===== src/rtl/ulc_pkg.sv =====
package ulc_pkg;

	localparam int MAX_LINES_DEF      = 64;
	localparam int MAX_SAMPLES_DEF    = 2048;
	localparam int LOG_TABLE_BITS_DEF = 6;

	localparam int CFG_INDEX_W = 2;
	localparam int CFG_DATA_W  = 12;

	localparam logic [CFG_INDEX_W-1:0] REG_DYN_RANGE   = 2'd0;
	localparam logic [CFG_INDEX_W-1:0] REG_EDGE_MARGIN = 2'd1;
	localparam logic [CFG_INDEX_W-1:0] REG_SAMPLES     = 2'd2;

	localparam logic [6:0]  DYN_RANGE_RST   = 7'd60;
	localparam logic [9:0]  EDGE_MARGIN_RST = 10'd128;
	localparam logic [11:0] SAMPLES_RST     = 12'd2048;

	localparam logic CMD_STORE = 1'b0;
	localparam logic CMD_READ  = 1'b1;

	// 255 * 20*log10(2) in q16
	localparam logic [26:0] GAIN_K = 27'd100614330;

	localparam int LOG_W = 20;

	typedef struct packed {
		logic        cmd;
		logic        frame_start;
		logic [5:0]  line_index;
		logic [10:0] sample_index;
		logic [15:0] sample_value;
		logic [8:0]  ring_index;
	} item_t;

	typedef struct packed {
		logic [7:0] gray_level;
		logic [9:0] ring_radius;
	} result_t;

	typedef struct packed {
		logic        start;
		logic [15:0] dividend;
		logic [6:0]  divisor;
	} div_req_t;

	typedef struct packed {
		logic        busy;
		logic [15:0] quotient;
	} div_rsp_t;

	function automatic logic [15:0] log2_frac_entry(input int idx, input int tbl_bits);
		logic [63:0] m;
		logic [15:0] r;
		m = (64'd1 << 30) + (64'(idx) << (30 - tbl_bits));
		r = 16'd0;
		for (int k = 0; k < 16; k++) begin
			m = (m * m) >> 30;
			r = {r[14:0], 1'b0};
			if (m >= (64'd1 << 31)) begin
				m = m >> 1;
				r[0] = 1'b1;
			end
		end
		return r;
	endfunction

endpackage


===== src/rtl/ulc_div.sv =====
module ulc_div (
	input  logic              clk,
	input  logic              arst_n,
	input  ulc_pkg::div_req_t req,
	output ulc_pkg::div_rsp_t rsp
);

	import ulc_pkg::*;

	logic        busy_q;
	logic [4:0]  cnt_q;
	logic [6:0]  rem_q;
	logic [15:0] quo_q;
	logic [6:0]  divisor_q;
	logic [7:0]  rem_sh;
	logic        take;

	assign rem_sh = {rem_q, quo_q[15]};
	assign take   = rem_sh >= {1'b0, divisor_q};

	always_ff @(posedge clk or negedge arst_n) begin
		if (!arst_n) begin
			busy_q <= 1'b0;
			cnt_q  <= 5'd0;
		end else if (req.start) begin
			busy_q <= 1'b1;
			cnt_q  <= 5'd16;
		end else if (busy_q) begin
			cnt_q <= cnt_q - 5'd1;
			if (cnt_q == 5'd1) begin
				busy_q <= 1'b0;
			end
		end
	end

	always_ff @(posedge clk) begin
		if (req.start) begin
			rem_q     <= 7'd0;
			quo_q     <= req.dividend;
			divisor_q <= req.divisor;
		end else if (busy_q) begin
			rem_q <= take ? 7'(rem_sh - {1'b0, divisor_q}) : rem_sh[6:0];
			quo_q <= {quo_q[14:0], take};
		end
	end

	assign rsp.busy     = busy_q;
	assign rsp.quotient = quo_q;

endmodule


===== config.mk =====
export PLATFORM = sky130hd
export DESIGN_NAME = ulc_div
export DESIGN_NICKNAME = d
export VERILOG_FILES = /design/src/rtl/ulc_pkg.sv /design/src/rtl/ulc_div.sv
export SDC_FILE = /design/constraint.sdc
export NUM_CORES = 1
export LEC_CHECK = 0
export ABC_CLOCK_PERIOD_IN_PS = 2000
export BUFFER_PORTS_ARGS = -buffer_cell sky130_fd_sc_hd__buf_2
export CORE_AREA = 2 2 65 73
export DETAILED_ROUTE_END_ITERATION = 6
export DIE_AREA = 0 0 67 75
export MAX_ROUTING_LAYER = met4
export PLACE_DENSITY = 0.84
export SYNTH_ARGS = -nofsm -noshare
export SYNTH_HDL_FRONTEND = slang
export SYNTH_SLANG_ARGS = --single-unit

===== constraint.sdc =====
create_clock -name clk -period 2 [get_ports clk]
set_input_delay 0 -clock clk [delete_from_list [all_inputs] [get_ports clk]]
set_output_delay 0 -clock clk [all_outputs]
set_load 0.02 [all_outputs]

==> flow_summary.json <==
{
  "status": "finished, violations left",
  "violations": "negative setup slack",
  "fmax_mhz": 492,
  "synth_cell_types": 50,
  "grt.total_usage": 0.183,
  "netlist_area_um2": 2020,
  "setup_tns_ns": -0.0374,
  "place_ws_ns": -0.00695,
  "cts_made_buffers": 5,
  "critPathKind": "reg2reg",
  "min_from": "req[12]",
  "h-tree-depth": 2,
  "drive_gt1_frac": 0.407,
  "cpPeakStageDelay_ns": 0.41,
  "grt_pass1_vias": 1426,
  "synth-edff-count": 23,
  "synth_top_cell_by_area": "edfxtp_1",
  "async_flop_share": 0.167,
  "synth_nets": 210,
  "drc": 0,
  "vias": 1503,
  "avgSynthCellArea_um2": 11.6,
  "cts_max_path_buffers": 2,
  "dieArea_um2": 5030,
  "drt_pass1_iterations": 4,
  "cp_slowest_cell": "edfxtp_1",
  "relSlewSlack": 0.646,
  "gr-total-overflow": 0,
  "synth_top_area_share": 0.342,
  "path_cells": "ha_4 -> fa_2 -> nand2b_4 -> a211o_4 -> buf_6 -> a31o_1 -> o21ai_1",
  "clkTransAtPathRegs_ns": 0.07,
  "nNetsFinal": 266,
  "die_w_um": 67,
  "portBuffers": 42,
  "grt_setup_unrepaired": "yes",
  "grt_max_degree": 25,
  "drt_iter0_drc": 177,
  "core_um2": 4250,
  "vias_per_cell": 5.27,
  "setup_viol": 2,
  "fill_cells": 352,
  "hold_viol": 0,
  "cap_violations": 0,
  "worst_ep_arrival_time_ns": 2.25,
  "diodes": 0,
  "crit_path_max_fanout": 5,
  "ir_drop_mv": 0.669,
  "ys_top_cells_by_count": "23 x edfxtp_1, 15 x mux2_2, 13 x inv_1, 13 x nor2_1, 9 x ha_1",
  "p_per_area_nw_per_um2": 1180,
  "syn_inst": 174,
  "synth.area.top_cells": "edfxtp_1 34%, mux2_2 8.4%, dfrtp_1 7.4%",
  "yosysMostFrequentCell": "edfxtp_1",
  "setup_ws_ns": -0.0330,
  "drtAntennaViolNets": 0,
  "routed_wl_um": 4240,
  "synth_flop_cell": "edfxtp_1",
  "dpl-instance-area_um2": 2310,
  "dieHeight_um": 75,
  "wire_per_inst_um": 14.9,
  "num_rows": 25,
  "post-route-period-util": 1.02,
  "design_area_um2": 2540,
  "clk-insertion-delay-late_ns": 0.28,
  "drv_slew": 0,
  "period_minus_slack_ns": 2.03,
  "pin_count": 43,
  "worst_pin_slew_ns": 0.531,
  "antenna_found_initial": 0,
  "worstPathRequired_ns": 2.22,
  "holdCritPathClass": "in2reg",
  "finClkSkew_ns": 0.00383,
  "critPathLaunch": "divisor_q[0]",
  "reg2reg_from": "divisor_q[0]",
  "initial_core_util": 0.475,
  "hpwl_um": 3060,
  "area_growth_pct": 25.8,
  "clockRootBuffer": "clkbuf_8",
  "gp_congestion": 0.900,
  "cts_sinks": 36,
  "critPathLaunchType": "flop",
  "yosysWarnings": 0,
  "ys_ff_latch": 36,
  "cp-end-kind": "flop",
  "grt_pass1_wl_um": 6590,
  "cts_tree": "yes",
  "p_leak_nw": 1.08,
  "seq_area_frac_synth": 0.485
}
sequential cells by signal, summed over array words and instances (netlist names):
signal	count
quo_q	16
rem_q	7
cnt_q	5
divisor_q	7
busy_q	1
stage by stage:
step	power, mW	util	std cells	hold WS (ns)
after global routing	3.21	0.598	285	0.00525
after detailed placement	2.42	0.542	265	-0.168
after global placement	2.36	0.542	265	-0.169
after floorplan	2.12	-	174	-0.296
after CTS	2.96	0.588	283	0.00444
final	3.00	0.598	285	0.0126
area by class of cell:
| type | instances | area (um2) | area share |
|---|---|---|---|
| Sequential cell | 36 | 981 | 0.386 |
| Clock inverter | 3 | 18.8 | 0.00738 |
| Tap cell | 54 | 67.6 | 0.0266 |
| Timing Repair Buffer | 60 | 369 | 0.145 |
| Inverter | 13 | 48.8 | 0.0192 |
| Multi-Input combinational cell | 114 | 988 | 0.389 |
| Clock buffer | 5 | 68.8 | 0.0271 |
layout by cell type, fill, tap and decap left out, types with 3 or more instances in the layout:
cell and n:
buf_4 9, dfxtp_1 7, nor3b_1 6, nand2_1 7
inv_1 12, buf_2 42, dlygate4sd3_1 8, o21ai_0 3
dfrtp_1 6, nand2b_1 3, nor2b_1 6, xnor2_1 5
edfxtp_1 23, nor2_1 13, a41oi_2 3, clkbuf_8 5
ha_1 8, or2_2 3, mux2_2 15
routing by layer:
metal  GRT usage  vias to the layer above  wire [um]
li1            -                      746          -
met1       0.227                      723       1810
met2       0.301                       30       2260
met3      0.0404                        4        121
met4      0.0544                        0         54
met5           -                        -          0
worst paths after layout:
check | endpoint | slack [ns] | cells after the start
worst max register to register | rem_q[5] | -0.03 | 7
worst min-delay path | quo_q[5] | 0.01 | 2
worst min register to register | rem_q[2] | 0.54 | 2
min in group asynchronous | cnt_q[3] | 0.06 | 2
worst max-delay path | rem_q[5] | -0.03 | 7
max in group asynchronous | cnt_q[2] | 1.80 | 2
what timing repair did:
item	CTS	global route
hold buffers	8	0
setup buffers	2	2
setup endpoints to repair	2	7
gates resized for setup	2	4
endpoints found under the hold margin	13	0
pin swaps	2	4
power breakdown:
part	total [mW]	internal, mW	switching (mW)	leakage [nW]
registers	1.13	0.989	0.142	0.366
clock network	0.504	0.242	0.262	0.0479
logic	1.36	0.646	0.717	0.666
total	3.00	1.88	1.12	1.08
kinds of logic after synthesis:
kind of cell | count (synthesis) | share of synthesized area
flip-flops | 36 | 0.485
buffers and inverters | 24 | 0.0563
AO/OA/AOI/OAI | 34 | 0.147
AND/OR/NAND/NOR | 48 | 0.131
multiplexers | 16 | 0.0885
adder cells (fa/ha/maj) | 10 | 0.0656
XOR/XNOR | 6 | 0.0260
worst max-delay path, delay by kind of cell, from the launching register on:
kind | cells | cell delay, ns
AOI/OAI and AO/OA | 3 | 0.73
buffers and inverters | 1 | 0.14
adders and majority gates | 2 | 0.53
and+or+nand+nor | 1 | 0.15
DFF | 1 | 0.41
Power figures use the tool's default switching activity.
