$ cat src/rtl/ulc_pkg.sv
package ulc_pkg;

	localparam int MAX_LINES_DEF      = 64;
	localparam int MAX_SAMPLES_DEF    = 2048;
	localparam int LOG_TABLE_BITS_DEF = 6;

	localparam int CFG_INDEX_W = 2;
	localparam int CFG_DATA_W  = 12;

	localparam logic [CFG_INDEX_W-1:0] REG_DYN_RANGE   = 2'd0;
	localparam logic [CFG_INDEX_W-1:0] REG_EDGE_MARGIN = 2'd1;
	localparam logic [CFG_INDEX_W-1:0] REG_SAMPLES     = 2'd2;

	localparam logic [6:0]  DYN_RANGE_RST   = 7'd60;
	localparam logic [9:0]  EDGE_MARGIN_RST = 10'd128;
	localparam logic [11:0] SAMPLES_RST     = 12'd2048;

	localparam logic CMD_STORE = 1'b0;
	localparam logic CMD_READ  = 1'b1;

	// 255 * 20*log10(2) in q16
	localparam logic [26:0] GAIN_K = 27'd100614330;

	localparam int LOG_W = 20;

	typedef struct packed {
		logic        cmd;
		logic        frame_start;
		logic [5:0]  line_index;
		logic [10:0] sample_index;
		logic [15:0] sample_value;
		logic [8:0]  ring_index;
	} item_t;

	typedef struct packed {
		logic [7:0] gray_level;
		logic [9:0] ring_radius;
	} result_t;

	typedef struct packed {
		logic        start;
		logic [15:0] dividend;
		logic [6:0]  divisor;
	} div_req_t;

	typedef struct packed {
		logic        busy;
		logic [15:0] quotient;
	} div_rsp_t;

	function automatic logic [15:0] log2_frac_entry(input int idx, input int tbl_bits);
		logic [63:0] m;
		logic [15:0] r;
		m = (64'd1 << 30) + (64'(idx) << (30 - tbl_bits));
		r = 16'd0;
		for (int k = 0; k < 16; k++) begin
			m = (m * m) >> 30;
			r = {r[14:0], 1'b0};
			if (m >= (64'd1 << 31)) begin
				m = m >> 1;
				r[0] = 1'b1;
			end
		end
		return r;
	endfunction

endpackage

$ cat src/rtl/ulc_log.sv
module ulc_log #(
	parameter int TBL_BITS = 6
) (
	input  logic                 clk,
	input  logic [15:0]          x,
	output logic [ulc_pkg::LOG_W-1:0] l
);

	import ulc_pkg::*;

	localparam int TBL_SIZE = 1 << TBL_BITS;

	logic [15:0]         frac_tbl [TBL_SIZE];
	logic [3:0]          p;
	logic [15:0]         y;
	logic [3:0]          p_s1;
	logic [TBL_BITS-1:0] f_s1;
	logic [LOG_W-1:0]    l_s2;

	for (genvar i = 0; i < TBL_SIZE; i++) begin : g_tbl
		localparam logic [15:0] ENTRY = log2_frac_entry(i, TBL_BITS);
		assign frac_tbl[i] = ENTRY;
	end

	// leading-one position and normalized word
	always_comb begin
		p = 4'd0;
		for (int i = 0; i < 16; i++) begin
			if (x[i]) begin
				p = 4'(i);
			end
		end
		y = x << (4'd15 - p);
	end

	always_ff @(posedge clk) begin
		p_s1 <= p;
		f_s1 <= y[14 -: TBL_BITS];
		l_s2 <= {p_s1, frac_tbl[f_s1]};
	end

	assign l = l_s2;

endmodule

$ cat config.mk
export PLATFORM = sky130hd
export DESIGN_NAME = ulc_log
export DESIGN_NICKNAME = d
export VERILOG_FILES = /design/src/rtl/ulc_pkg.sv /design/src/rtl/ulc_log.sv
export SDC_FILE = /design/constraint.sdc
export NUM_CORES = 1
export LEC_CHECK = 0
export BUFFER_PORTS_ARGS = -buffer_cell sky130_fd_sc_hd__buf_2
export CAP_MARGIN = 20
export CORE_UTILIZATION = 54
export CTS_CLUSTER_SIZE = 28
export DETAILED_ROUTE_END_ITERATION = 12
export PLACE_DENSITY = 0.78
export SYNTH_ARGS = -nofsm -noshare
export SYNTH_HDL_FRONTEND = slang
export SYNTH_SLANG_ARGS = --single-unit
$ cat constraint.sdc
create_clock -name clk -period 3.08 [get_ports clk]
set_input_delay 0.308 -clock clk [delete_from_list [all_inputs] [get_ports clk]]
set_output_delay 0.308 -clock clk [all_outputs]
set_load 0.02 [all_outputs]
==> flow_summary.ini, run 1 <==
[cells_and_area]
num_antenna_cells = 0
post-route-util_pct = 62.77
post_route_cells_drive_above_1_share_pct = 18.48
finalNetCount = 424
seq_area_um2 = 601.8
multi_input_comb_area_um2 = 1894
final.fill_count = 436
area.growth.synth_to_final_pct = 10.34

[grt]
antenna_found_initial = 0
pin_count_of_the_biggest_net_entering_global_routing = 45
grt_remaining_overflow = 0
grt_usage_pct = 30.48
first_pass_grt_wire_length_um = 12470
first_global_vias = 2490

[synth]
synth_seq_cells = 30
synth_enable_flop_cells = 0
synth_top_cells_by_area = sky130_fd_sc_hd__dfxtp_1 22%, sky130_fd_sc_hd__a21oi_1 7.2%, sky130_fd_sc_hd__o21ai_0 7.2%
syn_nets = 400
post-synth-top-count-cell = sky130_fd_sc_hd__nand2_1
synthesis.area_per_instance_um2 = 7.358
synth.cell_area_um2 = 2723
ys_async_sr_fraction_pct = 0
synth_top_area_cell = sky130_fd_sc_hd__dfxtp_1
post_synth_most_frequent_cells = 50 x sky130_fd_sc_hd__nand2_1, 39 x sky130_fd_sc_hd__a21oi_1, 39 x sky130_fd_sc_hd__o21ai_0
ys.warnings.count = 0
post_synthesis_sequential_area_ratio_pct = 22.06
synth_top_area_share_pct = 22.06
synth_cell_types = 57
syn_inst_count = 370
synth_flop_cell = sky130_fd_sc_hd__dfxtp_1

[routing]
num_vias = 2932
detail_route.first_pass.iterations = 5
post_drt_wl_per_cell_um = 16.64
drt_first_iter_violations = 416
via_per_inst = 6.346
wirelength_um = 7689
ant_nets = 0
post-route-drc-count = 0

[flow_run]
cap_violations = 0

[floorplan]
io_pins = 37
floorplan.die_area_um2 = 5330
rows = 25
die_h_um = 73.01
core_um2 = 4786
chipWidth_um = 73.01
initial_core_util_pct = 56.89

[pwr]
p_leak_nw = 1.276
vdd_ir_drop_max_mv = 0.3705
report.power.total_mw = 1.631
cellPowerDensity_nw_per_um2 = 542.9

[worst_hold_path]
min_path_type = reg2reg

[timing]
final_period_util_pct = 82.56
max_slew_margin_pct = 55.81
final-setup-viol-count = 0
final-hold-violation-count = 0
whs_ns = 0.3296
total_negative_slack_ns = 0
final.setup.worst_slack_ns = 0.5373
timing.clock.skew_ns = 0.004093
worst-slew-pin-transition_ns = 0.6567
maxClockFrequency_mhz = 393.3
fin_crit_ns = 2.543
drv_slew = 0
grt_setup_unrepaired = false

[setup_path]
crit_fanout = 14
crit_required_ns = 3.27
crit_path_kind = reg2reg
cp-start-kind = register
critical_path.endpoint_type = register
arrival_ns = 2.73

[placement]
port-buffer-count = 36
dp_hpwl_um = 5343
placement.setup.worst_slack_ns = 0.5375
gp_routability_congestion = 1.008

[clocking]
cts_hold_buffers = 0
tritoncts = yes
cts_htree_levels = 2
cts_buffers = 5
cts.repair_timing.setup_buffer_count = 0
clk-insertion-delay-late_ns = 0.29
cts-resized-gates = 0
clock_path_buffers = 2
clock_sinks = 30
clk_transition_reported_paths_ns = 0.07
cts.root.buffer_cell = sky130_fd_sc_hd__clkbuf_8

[outcome]
run_status = finished clean
-- sequential cells by signal, summed over array words and instances (netlist names) --
name,flops
l,20
p_s1,4
f_s1,6
-- logic make-up after synthesis --
| group | Yosys count | synth area share, % |
|---|---|---|
| flops | 30 | 22.06 |
| mux | 24 | 12.64 |
| fa+ha+maj | 13 | 5.974 |
| compound gates | 140 | 32.58 |
| simple gates | 113 | 18.38 |
| buf+inv | 50 | 8.363 |
-- metal layers --
metal  share of wire, %  track usage [%]  vias up
met3                 11            7.459       18
met4                1.6            10.02        0
met5                  0                0        -
met2                 41            41.05      186
li1                   -                -     1417
met1                 45            46.47     1311
-- power by group --
| group | internal (mW) | switching [mW] | total, mW |
|---|---|---|---|
| Clock | 0.158 | 0.161 | 0.320 |
| Combinational | 0.299 | 0.498 | 0.797 |
| Sequential | 0.466 | 0.0483 | 0.514 |
-- cells in the final DEF (no fill, tap or decap), drive strengths merged, types with 5 or more instances in the layout --
| cell | count |
|---|---|
| buf | 46 |
| clkinv | 5 |
| o21ai | 39 |
| mux4 | 7 |
| or3 | 5 |
| a21oi | 39 |
| ha | 13 |
| nor2 | 31 |
| a211oi | 10 |
| clkbuf | 5 |
| a31oi | 7 |
| dfxtp | 30 |
| inv | 18 |
| nand2 | 50 |
| o211ai | 8 |
| nor3 | 9 |
| mux2 | 7 |
| mux2i | 10 |
-- through the flow --
stage	instance area [um2]	instances
floorplan	2723	370
global placement	2914	454
detailed placement	2914	454
CTS	3004	462
global route	3004	462
finish	3004	462
-- worst max-delay path, cell delays in order (launching register included) --
cell and delay (ns):
sky130_fd_sc_hd__dfxtp_1 0.61, sky130_fd_sc_hd__inv_1 0.12, sky130_fd_sc_hd__ha_1 0.51, sky130_fd_sc_hd__a21oi_1 0.38, sky130_fd_sc_hd__a21boi_0 0.31, sky130_fd_sc_hd__nor3_1 0.08, sky130_fd_sc_hd__o21a_1 0.13, sky130_fd_sc_hd__a311oi_1 0.30
-- final timing paths --
check	start	end	slack, ns	cells past startpoint
min reg2reg	p_s1[0]	l[16]	0.33	0
min	p_s1[0]	l[16]	0.33	0
max reg2reg	f_s1[1]	l[10]	0.54	7
max	f_s1[1]	l[10]	0.54	7
-- layout make-up --
cell class / instances / area share [%]
clock buffer: 5 / 2.291
clock inverter: 3 / 0.7080
inverter: 21 / 2.624
multi-input combinational: 290 / 63.06
sequential: 30 / 20.03
tap: 67 / 2.791
timing repair buffer: 46 / 8.496
Note: power is estimated with default switching activity, not from simulation.
==> inputs of run 2 (changes only) <==
clock period = 2.64 ns   (was 3.08 ns; I/O delays follow)
==> run 2 against run 1 <==
First-iteration DRC count fell by 6.0%. Worst setup slack got worse by 0.11 ns. Total power rose by 19%. Critical endpoint is now f_s1[3]. Design area rose by 2.0%. Combinational power rose by 22%. Global-route usage fell by 0.51 points. Count of clock-buffer cells in the layout rose by 2. Clock skew rose by 0.0018 ns. Sequential share of layout area fell by 0.40 points. Final cell count rose by 1.7%. Flip-flop and latch count did not move.
==> flow_summary.ini, run 2 (synthesis results as in run 1) <==
[clocking]
cts_hold_buffers = 0
cts_buffers = 5
clock_sinks = 30
clk_transition_reported_paths_ns = 0.07
cts.repair_timing.setup_buffer_count = 0
tritoncts = yes
cts_htree_levels = 2
cts-resized-gates = 0
clock_path_buffers = 2
clk-insertion-delay-late_ns = 0.28
cts.root.buffer_cell = sky130_fd_sc_hd__clkbuf_8

[timing]
final.setup.worst_slack_ns = 0.4297
fin_crit_ns = 2.210
max_slew_margin_pct = 60.60
worst-slew-pin-transition_ns = 0.5856
maxClockFrequency_mhz = 452.4
grt_setup_unrepaired = false
final-setup-viol-count = 0
whs_ns = 0.3222
timing.clock.skew_ns = 0.005922
drv_slew = 0
total_negative_slack_ns = 0
final-hold-violation-count = 0
final_period_util_pct = 83.72

[floorplan]
floorplan.die_area_um2 = 5330
io_pins = 37
core_um2 = 4786
chipWidth_um = 73.01
initial_core_util_pct = 56.89
rows = 25
die_h_um = 73.01

[setup_path]
most_frequent_cp_cell = sky130_fd_sc_hd__nand2b_1
r2r_setup_slack_ns = 0.49
r2r_end = l[6]
cpMaxStageDelayCell = sky130_fd_sc_hd__mux4_1
cp-start-kind = input port
crit_required_ns = 2.79
timing.critical_path.to = f_s1[3]
crit_chain = buf_2, nand2b_1, a221o_1, a211oi_2, nand2b_1, mux4_1, a21oi_1, a31oi_1
startpoint = x[2]
arrival_ns = 2.36
crit_path_kind = in2reg
cp_slowest_stage_delay_ns = 0.61
crit_fanout = 8
ff2ff_path_depth = 7
rr_startpoint = f_s1[2]
critical_path.endpoint_type = register

[pwr]
cellPowerDensity_nw_per_um2 = 631.2
vdd_ir_drop_max_mv = 0.4314
p_leak_nw = 1.319

[placement]
port-buffer-count = 36
detailed_place.area_um2 = 2974
placement.setup.worst_slack_ns = 0.1720
gp_routability_congestion = 0.9988
dpl.cell_count = 462
dp_hpwl_um = 5398

[routing]
num_vias = 3012
post_drt_wl_per_cell_um = 16.32
ant_nets = 0
via_per_inst = 6.409
drt_first_iter_violations = 391
wirelength_um = 7672
post-route-drc-count = 0
detail_route.first_pass.iterations = 5

[cells_and_area]
number_of_cells_in_the_finished_layout_apart_from_fillers = 470
post_route_cells_drive_above_1_share_pct = 19.85
num_antenna_cells = 0
layout_commonest_cell = sky130_fd_sc_hd__nand2_1
finalNetCount = 432
mostFrequentLayoutCells = 50 x sky130_fd_sc_hd__nand2_1, 39 x sky130_fd_sc_hd__o21ai_0, 39 x sky130_fd_sc_hd__a21oi_1
final.fill_count = 429
largest_register_ffs = 20
stdcell_area_um2 = 3065
area.growth.synth_to_final_pct = 12.59

[grt]
first_pass_grt_wire_length_um = 12490
first_global_vias = 2599
grt_use_met3_pct = 6.215
grt_most_used_layer = met1
global_route.usage.met2_pct = 41.46
pin_count_of_the_biggest_net_entering_global_routing = 45
globalRouteMet1Util_pct = 44.94
grt_usage_pct = 29.96
grt_remaining_overflow = 0
antenna_found_initial = 0

[flow_run]
cap_violations = 0

[worst_hold_path]
min_path_type = reg2reg

[outcome]
run_status = finished clean
==> run 2: cell type report <==
class                           count  area [um2]  area share [%]
Multi-Input combinational cell    290        1894           61.80
Clock buffer                        7       86.33           2.816
Timing Repair Buffer               54       315.3           10.29
Sequential cell                    30       601.8           19.63
Inverter                           21       78.83           2.571
Clock inverter                      1       5.005          0.1633
Tap cell                           67       83.83           2.735
==> run 2: through the flow <==
| stage | utilization [%] | total power [mW] |
|---|---|---|
| 2_1_floorplan | - | 1.272 |
| 3_3_place_gp | 62.14 | 1.519 |
| 3_5_place_dp | 62.14 | 1.530 |
| 4_1_cts | 64.05 | 1.917 |
| 5_1_grt | 64.05 | 2.058 |
| 6_report | 64.05 | 1.935 |
==> run 2: metal layers <==
layer | part of all wire [%] | up-vias
met4 | 2.1 | 0
met5 | 0 | -
met3 | 10 | 24
met2 | 42 | 194
met1 | 46 | 1361
li1 | - | 1433
==> run 2: critical path: cells and delay by family <==
family	cells	cell delay, ns
compound gates	4	0.81
buf+inv	1	0.13
simple gates	2	0.54
mux	1	0.61
==> run 2: worst min-delay path by stage <==
stage | slack, ns | to | start | cells past startpoint
5_1_grt | 0.34 | l[19] | p_s1[3] | 0
3_5_place_dp | 0.31 | l[16] | p_s1[0] | 0
6_report | 0.32 | l[18] | p_s1[2] | 0
2_1_floorplan | 0.31 | l[16] | p_s1[0] | 0
4_1_cts | 0.33 | l[16] | p_s1[0] | 0
3_3_place_gp | 0.31 | l[16] | p_s1[0] | 0
==> run 2: where the power goes <==
part / internal, mW / switching (mW) / total [mW]
Clock: 0.210 / 0.174 / 0.384
Combinational: 0.369 / 0.604 / 0.973
Sequential: 0.543 / 0.0344 / 0.578
==> inputs of run 3 (changes only) <==
clock period = 2.2 ns   (was 2.64 ns; I/O delays follow)
==> run 3 against run 2 <==
Core utilization is 2.7 points higher. First-iteration DRC count fell by 3.3%. Clock skew rose by 0.0013 ns. Global-route usage rose by 1.9 points. Via count increased by 3.0%. Count of clock-buffer cells in the layout is the same. Clock power increased by 19%. Flip-flop and latch count unchanged. Combinational power is 24% higher. Worst setup slack worse by 0.29 ns. Final cell count grew 3.2%. Largest power group unchanged. Highest routed layer unchanged.
==> flow_summary.ini, run 3 (synthesis results as in run 1) <==
[timing]
grt_setup_unrepaired = false
timing.clock.skew_ns = 0.007260
whs_ns = 0.3258
final-hold-violation-count = 0
worst-slew-pin-transition_ns = 0.5014
final-setup-viol-count = 0
drv_slew = 0
fin_crit_ns = 2.060
total_negative_slack_ns = 0
maxClockFrequency_mhz = 485.4
final_period_util_pct = 93.64
max_slew_margin_pct = 66.27

[floorplan]
initial_core_util_pct = 56.89
core_um2 = 4786
floorplan.die_area_um2 = 5330
chipWidth_um = 73.01
io_pins = 37
rows = 25
die_h_um = 73.01

[pwr]
cellPowerDensity_nw_per_um2 = 738.5
p_leak_nw = 1.392
vdd_ir_drop_max_mv = 0.5590

[placement]
port-buffer-count = 36
detailed_place.area_um2 = 3099
dp_hpwl_um = 5739
dpl.cell_count = 477
gp_routability_congestion = 0.9522

[clocking]
clock_sinks = 30
cts_buffers = 5
tritoncts = yes
cts_htree_levels = 2
clock_path_buffers = 2
clk_transition_reported_paths_ns = 0.07
cts_hold_buffers = 0
clk-insertion-delay-late_ns = 0.29
cts.root.buffer_cell = sky130_fd_sc_hd__clkbuf_8

[routing]
via_per_inst = 6.396
num_vias = 3102
drt_first_iter_violations = 378
wirelength_um = 7930
detail_route.first_pass.iterations = 5
ant_nets = 0
post-route-drc-count = 0
post_drt_wl_per_cell_um = 16.35

[setup_path]
cp-start-kind = register
critical_path.endpoint_type = register
crit_required_ns = 2.41
crit_fanout = 10
arrival_ns = 2.27
crit_path_kind = reg2reg

[cells_and_area]
number_of_cells_in_the_finished_layout_apart_from_fillers = 485
area.growth.synth_to_final_pct = 17.33
layout_commonest_cell = sky130_fd_sc_hd__nand2_1
seq_area_um2 = 601.8
mostFrequentLayoutCells = 50 x sky130_fd_sc_hd__nand2_1, 39 x sky130_fd_sc_hd__o21ai_0, 39 x sky130_fd_sc_hd__a21oi_1
multi_input_comb_area_um2 = 1894
post_route_cells_drive_above_1_share_pct = 22.97
largest_register_ffs = 20
final.fill_count = 403
stdcell_area_um2 = 3194
post-route-util_pct = 66.75
finalNetCount = 447
num_antenna_cells = 0

[grt]
grt_most_used_layer = met1
global_route.usage.met2_pct = 44.03
grt_use_met3_pct = 6.630
first_global_vias = 2679
globalRouteMet1Util_pct = 48.39
grt_remaining_overflow = 0
pin_count_of_the_biggest_net_entering_global_routing = 45
antenna_found_initial = 0
grt_usage_pct = 31.89
first_pass_grt_wire_length_um = 13120

[flow_run]
cap_violations = 0

[worst_hold_path]
min_path_type = reg2reg

[outcome]
run_status = finished clean
## run 3: area by class of cell
class	instances	share of cell area, %
Multi-Input combinational cell	290	59.30
Sequential cell	30	18.84
Timing Repair Buffer	69	13.79
Clock buffer	7	2.703
Tap cell	67	2.624
Inverter	21	2.585
Clock inverter	1	0.1567
## run 3: metrics by stage
stage                     power [mW]  setup slack, ns
after floorplan                1.527          0.02487
after global placement         1.867          0.01720
after detailed placement       1.872         -0.05403
after CTS                      2.337           0.1082
after global routing           2.516          0.01838
final                          2.359           0.1400
## run 3: critical path, cell delays in order, from the launching register on
cell,delay (ns)
sky130_fd_sc_hd__dfxtp_1,0.31
sky130_fd_sc_hd__inv_1,0.23
sky130_fd_sc_hd__ha_1,0.44
sky130_fd_sc_hd__a21oi_1,0.23
sky130_fd_sc_hd__a21boi_0,0.36
sky130_fd_sc_hd__nor3_1,0.08
sky130_fd_sc_hd__o21a_1,0.11
sky130_fd_sc_hd__a311oi_1,0.22
## run 3: per-layer routing
layer | routed length [um] | share of wire, %
met1 | 3573 | 45
met4 | 140 | 1.8
met3 | 952 | 12
met2 | 3263 | 41
met5 | 0 | 0
## run 3: worst paths after layout
kind / startpoint / endpoint / slack, ns / cells past startpoint
setup reg to reg: f_s1[1] / l[10] / 0.14 / 7
hold / removal: p_s1[0] / l[16] / 0.33 / 0
setup / recovery: f_s1[1] / l[10] / 0.14 / 7
hold reg to reg: p_s1[0] / l[16] / 0.33 / 0
## run 3: what timing repair did
action | CTS | global route
setup buffers | 0 | 0
endpoints found under the setup margin | 0 | 3
resized for setup | 0 | 1
## run 3: power breakdown
group	leakage [nW]	internal [mW]	switching, mW
Clock	0.0482	0.252	0.205
Combinational	1.09	0.468	0.738
Sequential	0.252	0.652	0.0440
Total	1.39	1.37	0.987
